File: src/pf_pkg.sv
// ----------------------------------------------------------------------------
// Playfair cipher package
// Shared types, constants and helper functions for the digraph cipher.
// ----------------------------------------------------------------------------
package pf_pkg;

    localparam int SIDE   = 5;
    localparam int CODE_W = 5;
    localparam int ROW_W  = SIDE * CODE_W;
    localparam int POS_W  = 3;
    localparam int IDX_W  = 3;

    typedef logic [CODE_W-1:0]           t_code;
    typedef logic [POS_W-1:0]            t_posidx;
    typedef logic [ROW_W-1:0]            t_row;
    typedef logic [SIDE-1:0][ROW_W-1:0]  t_square;

    // Configuration register indexes.
    typedef enum logic [IDX_W-1:0] {
        REG_ROW_ZERO  = 3'd0,
        REG_ROW_ONE   = 3'd1,
        REG_ROW_TWO   = 3'd2,
        REG_ROW_THREE = 3'd3,
        REG_ROW_FOUR  = 3'd4,
        REG_DIRECTION = 3'd5
    } t_cfg_idx;

    // Reset square: a b c d e / f g h i k / l m n o p / q r s t u / v w x y z.
    localparam t_row ROW0_RST = t_row'(4294688);
    localparam t_row ROW1_RST = t_row'(10755269);
    localparam t_row ROW2_RST = t_row'(16201099);
    localparam t_row ROW3_RST = t_row'(21613104);
    localparam t_row ROW4_RST = t_row'(27025109);

    localparam logic DIR_ENCRYPT = 1'b0;
    localparam logic DIR_DECRYPT = 1'b1;

    localparam t_posidx POS_LAST = t_posidx'(SIDE - 1);

    // Position of one located letter.
    typedef struct packed {
        logic    found;
        t_posidx row;
        t_posidx col;
    } t_pos;

    // Target cells of both output letters.
    typedef struct packed {
        logic    not_found;
        t_posidx row1;
        t_posidx col1;
        t_posidx row2;
        t_posidx col2;
    } t_target;

    function automatic t_posidx step_fwd(input t_posidx p);
        return (p == POS_LAST) ? '0 : t_posidx'(p + 1'b1);
    endfunction

    function automatic t_posidx step_back(input t_posidx p);
        return (p == '0) ? POS_LAST : t_posidx'(p - 1'b1);
    endfunction

    function automatic t_code cell_at(input t_square sq, input t_posidx row,
                                      input t_posidx col);
        t_row r;
        r = sq[row];
        return r[col * CODE_W +: CODE_W];
    endfunction

endpackage

File: src/playfair_digraph_cipher.sv
// ----------------------------------------------------------------------------
// Playfair digraph cipher
// Four-stage pipeline that substitutes one letter pair per clock cycle
// using a 5x5 key square held in configuration registers.
// ----------------------------------------------------------------------------
// Usage:
// A digraph transfer happens at a rising edge where i_start is high and
// o_busy is low. o_busy is tied low, so a new pair can enter every cycle.
// The result appears on o_out_first, o_out_second and o_not_found with
// o_valid high for exactly one cycle, once the pair has passed all four
// register stages. Throughput is one pair per cycle; the four register
// stages are cell compare, last-match encode, rule selection and final
// cell lookup. The receiver cannot stall the output, and none of the
// stages ever needs to hold.
// The configuration channel (i_cfg_valid, o_cfg_ready, i_cfg_index,
// i_cfg_data) writes square rows 0 to 4 and the direction bit (index 5);
// o_cfg_ready is always high and other indexes are ignored. Write it only
// while no pair is in flight.
// Reset (synchronous, active low) loads the alphabet square without j,
// selects encryption and clears all pipeline valid bits.
// A letter missing from the square yields zeros and o_not_found high.
// ----------------------------------------------------------------------------
module playfair_digraph_cipher (
    input  logic                 i_clk,
    input  logic                 i_rst_n,
    input  logic                 i_start,
    output logic                 o_busy,
    input  pf_pkg::t_code        i_first_letter,
    input  pf_pkg::t_code        i_second_letter,
    input  logic                 i_cfg_valid,
    output logic                 o_cfg_ready,
    input  logic [2:0]           i_cfg_index,
    input  pf_pkg::t_row         i_cfg_data,
    output logic                 o_valid,
    output pf_pkg::t_code        o_out_first,
    output pf_pkg::t_code        o_out_second,
    output logic                 o_not_found
);
    import pf_pkg::*;

    localparam int DEPTH = 4;

    t_square          r_square;
    logic             r_dir;
    logic [DEPTH-1:0] r_vld;
    t_pos             pos1;
    t_pos             pos2;
    t_target          target;
    t_code            r_out_first;
    t_code            r_out_second;
    logic             r_not_found;
    t_code            n_out_first;
    t_code            n_out_second;

    // The pipeline never holds, so both channels are always ready.
    assign o_busy      = 1'b0;
    assign o_cfg_ready = 1'b1;

    // Configuration registers.
    always_ff @(posedge i_clk) begin
        if (!i_rst_n) begin
            r_square[0] <= ROW0_RST;
            r_square[1] <= ROW1_RST;
            r_square[2] <= ROW2_RST;
            r_square[3] <= ROW3_RST;
            r_square[4] <= ROW4_RST;
            r_dir       <= DIR_ENCRYPT;
        end else if (i_cfg_valid && o_cfg_ready) begin
            case (t_cfg_idx'(i_cfg_index))
                REG_ROW_ZERO:  r_square[0] <= i_cfg_data;
                REG_ROW_ONE:   r_square[1] <= i_cfg_data;
                REG_ROW_TWO:   r_square[2] <= i_cfg_data;
                REG_ROW_THREE: r_square[3] <= i_cfg_data;
                REG_ROW_FOUR:  r_square[4] <= i_cfg_data;
                REG_DIRECTION: r_dir       <= i_cfg_data[0];
                default:       r_dir       <= r_dir;
            endcase
        end
    end

    // Valid bits travel alongside the data stages.
    always_ff @(posedge i_clk) begin
        if (!i_rst_n) begin
            r_vld <= '0;
        end else begin
            r_vld <= {r_vld[DEPTH-2:0], i_start && !o_busy};
        end
    end

    // Stages one and two: locate each letter.
    pf_match u_match_first (
        .i_clk    (i_clk),
        .i_letter (i_first_letter),
        .i_square (r_square),
        .o_pos    (pos1)
    );

    pf_match u_match_second (
        .i_clk    (i_clk),
        .i_letter (i_second_letter),
        .i_square (r_square),
        .o_pos    (pos2)
    );

    // Stage three: pick the substitution rule and target cells.
    pf_rule u_rule (
        .i_clk    (i_clk),
        .i_pos1   (pos1),
        .i_pos2   (pos2),
        .i_dir    (r_dir),
        .o_target (target)
    );

    // Stage four: read the target cells, forcing zeros when a letter was
    // missing from the square.
    always_comb begin
        n_out_first  = cell_at(r_square, target.row1, target.col1);
        n_out_second = cell_at(r_square, target.row2, target.col2);
        if (target.not_found) begin
            n_out_first  = '0;
            n_out_second = '0;
        end
    end

    always_ff @(posedge i_clk) begin
        r_out_first  <= n_out_first;
        r_out_second <= n_out_second;
        r_not_found  <= target.not_found;
    end

    assign o_valid      = r_vld[DEPTH-1];
    assign o_out_first  = r_out_first;
    assign o_out_second = r_out_second;
    assign o_not_found  = r_not_found;

endmodule

File: src/pf_match.sv
// ----------------------------------------------------------------------------
// Playfair letter locator
// Compares one letter against all 25 square cells, then encodes the last
// match in row-major order into a row and column. Two register stages.
// ----------------------------------------------------------------------------
module pf_match (
    input  logic            i_clk,
    input  pf_pkg::t_code   i_letter,
    input  pf_pkg::t_square i_square,
    output pf_pkg::t_pos    o_pos
);
    import pf_pkg::*;

    logic [SIDE-1:0][SIDE-1:0] r_hit;
    logic [SIDE-1:0][SIDE-1:0] n_hit;
    logic [SIDE-1:0]           row_any;
    t_pos                      r_pos;
    t_pos                      n_pos;

    always_comb begin
        for (int r = 0; r < SIDE; r++) begin
            for (int c = 0; c < SIDE; c++) begin
                n_hit[r][c] = (cell_at(i_square, t_posidx'(r), t_posidx'(c)) == i_letter);
            end
        end
    end

    // The highest row holding a match, then the highest column in that row,
    // gives the last match in row-major order.
    always_comb begin
        n_pos = '0;
        for (int r = 0; r < SIDE; r++) begin
            row_any[r] = |r_hit[r];
            if (row_any[r]) begin
                n_pos.row   = t_posidx'(r);
                n_pos.found = 1'b1;
            end
        end
        for (int c = 0; c < SIDE; c++) begin
            if (r_hit[n_pos.row][c]) begin
                n_pos.col = t_posidx'(c);
            end
        end
    end

    always_ff @(posedge i_clk) begin
        r_hit <= n_hit;
        r_pos <= n_pos;
    end

    assign o_pos = r_pos;

endmodule

File: src/pf_rule.sv
// ----------------------------------------------------------------------------
// Playfair substitution rule
// Chooses the same-row, same-column or rectangle rule and registers the
// target cells of both output letters.
// ----------------------------------------------------------------------------
module pf_rule (
    input  logic            i_clk,
    input  pf_pkg::t_pos    i_pos1,
    input  pf_pkg::t_pos    i_pos2,
    input  logic            i_dir,
    output pf_pkg::t_target o_target
);
    import pf_pkg::*;

    t_target r_target;
    t_target n_target;

    always_comb begin
        n_target           = '0;
        n_target.not_found = !(i_pos1.found && i_pos2.found);
        if (i_pos1.row == i_pos2.row) begin
            n_target.row1 = i_pos1.row;
            n_target.row2 = i_pos2.row;
            n_target.col1 = (i_dir == DIR_DECRYPT) ? step_back(i_pos1.col)
                                                   : step_fwd(i_pos1.col);
            n_target.col2 = (i_dir == DIR_DECRYPT) ? step_back(i_pos2.col)
                                                   : step_fwd(i_pos2.col);
        end else if (i_pos1.col == i_pos2.col) begin
            n_target.col1 = i_pos1.col;
            n_target.col2 = i_pos2.col;
            n_target.row1 = (i_dir == DIR_DECRYPT) ? step_back(i_pos1.row)
                                                   : step_fwd(i_pos1.row);
            n_target.row2 = (i_dir == DIR_DECRYPT) ? step_back(i_pos2.row)
                                                   : step_fwd(i_pos2.row);
        end else begin
            n_target.row1 = i_pos1.row;
            n_target.col1 = i_pos2.col;
            n_target.row2 = i_pos2.row;
            n_target.col2 = i_pos1.col;
        end
    end

    always_ff @(posedge i_clk) begin
        r_target <= n_target;
    end

    assign o_target = r_target;

endmodule
File: config.mk
export PLATFORM = sky130hd
export DESIGN_NAME = playfair_digraph_cipher
export DESIGN_NICKNAME = d
export VERILOG_FILES = /design/src/pf_pkg.sv /design/src/playfair_digraph_cipher.sv /design/src/pf_match.sv /design/src/pf_rule.sv
export SDC_FILE = /design/constraint.sdc
export NUM_CORES = 1
export LEC_CHECK = 0
export BUFFER_PORTS_ARGS = -buffer_cell sky130_fd_sc_hd__buf_2
export CAP_MARGIN = 40
export CORE_ASPECT_RATIO = 0.9
export CORE_UTILIZATION = 35
export DETAILED_ROUTE_END_ITERATION = 6
export PLACE_DENSITY = 0.55
export SYNTH_ARGS = -nofsm -noshare
export SYNTH_HDL_FRONTEND = slang
export SYNTH_SLANG_ARGS = --single-unit
File: constraint.sdc
create_clock -name i_clk -period 2.1 [get_ports i_clk]
set_input_delay 0.105 -clock i_clk [delete_from_list [all_inputs] [get_ports i_clk]]
set_output_delay 0.105 -clock i_clk [all_outputs]
set_load 0.01 [all_outputs]
; ---- Yosys cells after proc, flatten, opt, wreduce, memory -nomap -nowiden
; Index checks and enable logic that the tools add are counted.
[classes]
n_mux = 38
shift = 2
order_cmp = 4
reduce_logical = 25
multipliers = 2
eq_ne = 61
addsub = 8
[op_table]
columns = operator, count
row1 = $eq 5x5->1, 50
row2 = $bmux 25 s3, 2
row3 = $mux 3, 20
row4 = $mux 25, 2
row5 = $reduce_or 5->1, 10
row6 = $shiftx 25x7->5, 2
row7 = $reduce_or 20->1, 2
row8 = $bmux 5 s3, 2
row9 = $mux 12, 2
row10 = $eq 3x3->1 const B, 6
row11 = $lt 3x4->1 const B, 4
row12 = $logic_not 3->1, 5
row13 = $add 3x1->3 const B, 4
row14 = $mul 3x3->6 const B, 2
row15 = $reduce_and 2->1, 6
row16 = $sub 3x1->3 const B, 4
row17 = $mux 5, 2
row18 = $mux 2, 4
row19 = $mux 4, 2
row20 = $eq 3x2->1 const B, 2
row21 = $eq 3x3->1, 2
row22 = $eq 3x1->1 const B, 1
row23 = $mux 1, 2
row24 = $logic_and 1x1->1, 1
row25 = $logic_not 1->1, 1
[totals]
in_bits = 42
elab_cells = 171
register_bits = 218

; ---- Logic depth before layout (Yosys ltp)
[depth]
ltp_word = 11
depth_mapped = 7
ltp_nobuf = 6

; ---- Cells and area by module
; From an unflattened synthesis, not the netlist that was laid out.
[hier_totals]
cells_unflattened = 1458
hier_area_um2 = 12817.3
[by_module_without_submodules]
columns = mod, n_inst, cells_each, seq_area_each_um2, area_per_inst_um2
row1 = playfair_digraph_cipher, 1, 805, 2822.7, 7215.7
row2 = pf_match, 2, 272, 640.6, 2324.7
row3 = pf_rule, 1, 109, 260.2, 952.2

; ---- Worst setup path before layout
; No wires, ideal clock.
[synth_timing]
path_type = register to register
from = register u_rule.r_target, in the netlist u_rule.o_target[0]
to = register r_out_second[1] (netlist: o_out_second[1])
n_path_buf = 3
arrival_time_ns = 1.536
setup_time_ns = 0.133
path_slack_ns = 0.431
path_stages_with_launch = 7
path_cell_list = dfxtp_1 -> buf_2 -> buf_6 -> buf_4 -> mux4_2 -> mux2i_1 -> o221ai_1
[synth_via]
elab_chain_len = 2
[synth_lines]
columns = item, line
row1 = start: declaration, pf_rule.sv:15  ; t_target r_target;
row2 = start signal: assignment, pf_rule.sv:44  ; r_target <= n_target;
row3 = $mul 3x3->6, pf_pkg.sv:68  ; return r[col * CODE_W +: CODE_W];
row4 = $shiftx 25x7->5, pf_pkg.sv:68
row5 = end signal: assignment, playfair_digraph_cipher.sv:127  ; r_out_second <= n_out_second;
row6 = end: declaration, playfair_digraph_cipher.sv:50  ; t_code r_out_second;
; Every way passes these cells.
; A chain may end at the register's enable or synchronous reset.

; ---- Worst setup path in the final report
[layout_timing]
from = register u_rule.r_target, in the netlist u_rule.o_target[7]
to = register r_out_first[1] (netlist: o_out_first[1])
[layout_via]
elab_chain_len = 2
[layout_lines]
columns = item, line
row1 = $mul 3x3->6, pf_pkg.sv:68
row2 = $shiftx 25x7->5, pf_pkg.sv:68
row3 = end signal: assignment, playfair_digraph_cipher.sv:126  ; r_out_first <= n_out_first;
row4 = end: declaration, playfair_digraph_cipher.sv:49  ; t_code r_out_first;
; Every way passes these cells.

==> metrics.md <==
| Metric | Value |
|---|---|
| Outcome | complete, no violations |
| PortBufs | 53 |
| Worst slew margin | 39.2% |
| Clk sinks | 218 |
| Hold Path Stages | 2 |
| Crit path kind | flip-flop to flip-flop |
| Synthesized flop and latch total | 218 |
| Share of layout cells above drive strength 1 | 15.9% |
| Worst setup EP type | flip-flop |
| Synth warn | 0 |
| Clock Tree Buf Depth | 3 |
| Initial antenna violation count | 3 |
| Post-Syn Area per Cell | 8.89 um^2 |
| Minimum clock period | 1.91 ns |
| Via density | 5.49 |
| Final hold violation count | 0 |
| Total core area | 35,300 um^2 |
| Skew final | 0.0185 ns |
| Mapped Area | 12,600 um^2 |
| First-pass GRT wire length | 67,700 um |
| LEAKAGE | 5.55 nW |
| DRC viols | 0 |
| Initial DRC count | 1,347 |
| Clock root cell | clkbuf_16 |
| Worst Hold Class | input port to flip-flop |
| WL/cell | 23.1 um |
| Total CTS buffers | 25 |
| Dpl hpwl | 34,800 um |
| Worst slew pin tran | 0.905 ns |
| Fmax | 0.522 GHz |
| Die area | 36,800 um^2 |
| Layout area overhead | 17.4% |
| RSZ-0062 raised after global routing | false |
| Pre-antenna DRT Iters | 5 |
| Post-synthesis sequential area ratio | 34.6% |
| PostCTS Resize Cnt | 0 |
| Ports | 56 |
| Worst vdd ir | 0.602 mV |
| Post-synth top area share | 34.6% |
| Largest net degree at the start of global routing | 53 |
| CTS Hold Bufs | 27 |
| CP Launch Type | flip-flop |
| Routed wire length | 45,900 um |
| Final ANT Viol Nets | 0 |
| WP data required | 2.50 ns |
| Die Width | 202 um |
| Syn nets | 1,477 |
| Post-synth EDFFs | 0 |
| Clock Latency Late Sink | 0.53 ns |
| Data arrival, critical path | 2.31 ns |
| Routability cong. | 1.02 |
| H-tree levels | 1 |
| Fillers | 3,518 |
| Final total power | 14.4 mW |
| Gr usage total | 24.7% |
| Row count | 65 |
| Setup ws final | 0.185 ns |
| Hold endpoint | r_square[91]$_SDFFE_PN1P_ |
| HP Start | i_rst_n |
| R2R cell count | 4 |
| Crit Reg-Reg Endpoint | o_out_first[1]$_SDFF_PP0_ |
| Post-route cell area | 14,800 um^2 |
| Cell taking the most area after synthesis | dfxtp_1 |
| Post-place setup slack | 0.237 ns |
| Final worst-path cycle share | 91.2% |
| Max-slew violation count | 0 |
| Global route total overflow | 0 |
| FFs w/ async S/R, synth | 0% |
| Number of global-route vias before repair | 10,498 |
| Post-DP Area | 13,700 um^2 |
| Setup violations, final | 0 |
| Max_cap viols | 0 |
| FF-to-FF Start | u_rule.o_target[7]$_DFF_P_ |
| Post-layout net count | 1,555 |
| TritonCTS clock tree | yes |
| Synth Flop Type | dfxtp_1 |
| Mapped Cells | 1,419 |
| Crit Path Max Fanout | 16 |
| Clock transition at path regs | 0.06 ns |
| Die height | 182 um |
| Postcts setup bufs | 0 |
| Cell Pwr Density | 971 nW/um^2 |
| Synth area leaders | dfxtp_1, xnor2_1, mux4_2, nand2_1, xor2_1 |
| Flop2flop setup slack | 0.19 ns |
| Setup TNS | 0 ns |
| Vias | 10,910 |
| Unique masters post-synth | 60 |
| Initial Util | 35.7% |
-- metrics by stage --
step | instances | hold slack, ns | utilization [%]
after CTS | 1983 | 0.0143 | 41.9
after floorplan | 1419 | 0.229 | -
after detailed placement | 1912 | 0.318 | 38.7
final | 1987 | 0.00751 | 41.9
after global placement | 1912 | 0.316 | 38.7
after global routing | 1983 | 0.0251 | 41.9
-- metal layers --
| layer | up-vias | routed length, um | global-route usage (%) |
|---|---|---|---|
| li1 | 5017 | - | - |
| met1 | 5252 | 19500 | 32.6 |
| met2 | 534 | 19800 | 37.8 |
| met3 | 107 | 4910 | 7.63 |
| met4 | 0 | 1650 | 9.09 |
| met5 | - | 0 | 0 |
-- synth_stat cells, types with 2 or more instances --
library cell and count:
o211ai_1 3, buf_4 6, or4_4 2, nand3_1 114, a211oi_1 2, a21o_1 3
inv_1 20, nor2b_1 25, nor4_1 4, clkbuf_1 57, buf_2 24, mux2_2 12
o221ai_1 10, buf_6 2, conb_1 2, mux4_2 50, nand2b_1 14, or3_1 4
or4_1 2, or4b_1 2, xnor2_1 152, xor2_1 106, or4b_2 2, a21boi_0 66
a31oi_1 10, nand2_1 262, ha_1 16, o21ai_0 31, a21oi_1 29, o22ai_1 2
a21boi_1 5, nor2_1 28, nor3_1 61, buf_1 8, and2_1 6, mux2i_1 26
a21oi_2 2, a211o_1 10, dfxtp_1 218
-- cell usage in the layout (no fill, tap or decap), drive strengths merged, types with 2 or more instances in the layout --
master / n
a211o: 10
a211oi: 2
a21boi: 71
a21o: 3
a21oi: 31
a31oi: 11
and2: 7
buf: 121
bufinv: 5
clkbuf: 34
clkinv: 5
conb: 2
dfxtp: 218
diode: 4
dlygate4sd3: 27
ha: 16
inv: 20
mux2: 12
mux2i: 26
mux4: 50
nand2: 262
nand2b: 14
nand3: 115
nor2: 29
nor2b: 25
nor3: 62
nor4: 6
o211ai: 3
o21ai: 31
o221ai: 11
o22ai: 2
or3: 4
or4: 4
or4b: 4
xnor2: 152
xor2: 106
-- kinds of logic (layout without fill, tap and decap cells) --
kind of cell | Yosys count | count (layout) | share of synthesized area [%]
buffers and inverters | 117 | 212 | 4.02
other | 2 | 6 | 0.0596
XOR/XNOR | 258 | 258 | 17.9
multiplexers | 88 | 88 | 12.1
flip-flops | 218 | 218 | 34.6
AND/OR/NAND/NOR | 537 | 537 | 19.8
adder cells (fa/ha/maj) | 16 | 16 | 1.59
AO/OA/AOI/OAI | 183 | 183 | 9.95
-- registers in the layout, indices dropped and copies added, names as in the netlist --
name,cells
o_not_found,1
o_out_first,5
o_out_second,5
r_dir,1
r_square,125
r_vld,4
u_match_first.o_pos,7
u_match_first.r_hit,25
u_match_second.o_pos,7
u_match_second.r_hit,25
u_rule.o_target,13
-- worst max-delay path, cell delays in order, from the launching register on --
cell,delay [ns]
dfxtp_1,0.87
o21ai_0,0.41
o21ai_0,0.27
a211o_1,0.12
o221ai_1,0.11
-- power by group --
group | leakage, nW | switching (mW) | internal [mW]
sequential | 1.78 | 0.629 | 4.50
clock | 0.421 | 1.74 | 2.86
combinational | 3.36 | 2.39 | 2.25
total | 5.55 | 4.76 | 9.61
-- worst max-delay path by stage --
stage / cells past startpoint / end / startpoint
final: 4 / o_out_first[1]$_SDFF_PP0_ / u_rule.o_target[7]$_DFF_P_
after global routing: 5 / u_rule.o_target[3]$_DFF_P_ / u_match_first.o_pos[5]$_DFF_P_
after CTS: 5 / o_out_first[1]$_SDFF_PP0_ / u_rule.o_target[9]$_DFF_P_
after detailed placement: 5 / o_out_first[1]$_SDFF_PP0_ / u_rule.o_target[9]$_DFF_P_
after global placement: 5 / o_out_first[1]$_SDFF_PP0_ / u_rule.o_target[9]$_DFF_P_
after floorplan: 6 / o_out_second[1]$_SDFF_PP0_ / u_rule.o_target[0]$_DFF_P_
-- layout make-up --
class	count	area, um^2	share of cell area, %
Antenna cell	4	10.0	0.0676
Clock buffer	34	679	4.59
Clock inverter	10	175	1.18
Inverter	20	75.1	0.507
Multi-Input combinational cell	1084	7750	52.3
Sequential cell	218	4370	29.5
Tap cell	469	587	3.96
Timing Repair Buffer	148	1160	7.84
Note: power is estimated with default switching activity, not from simulation.
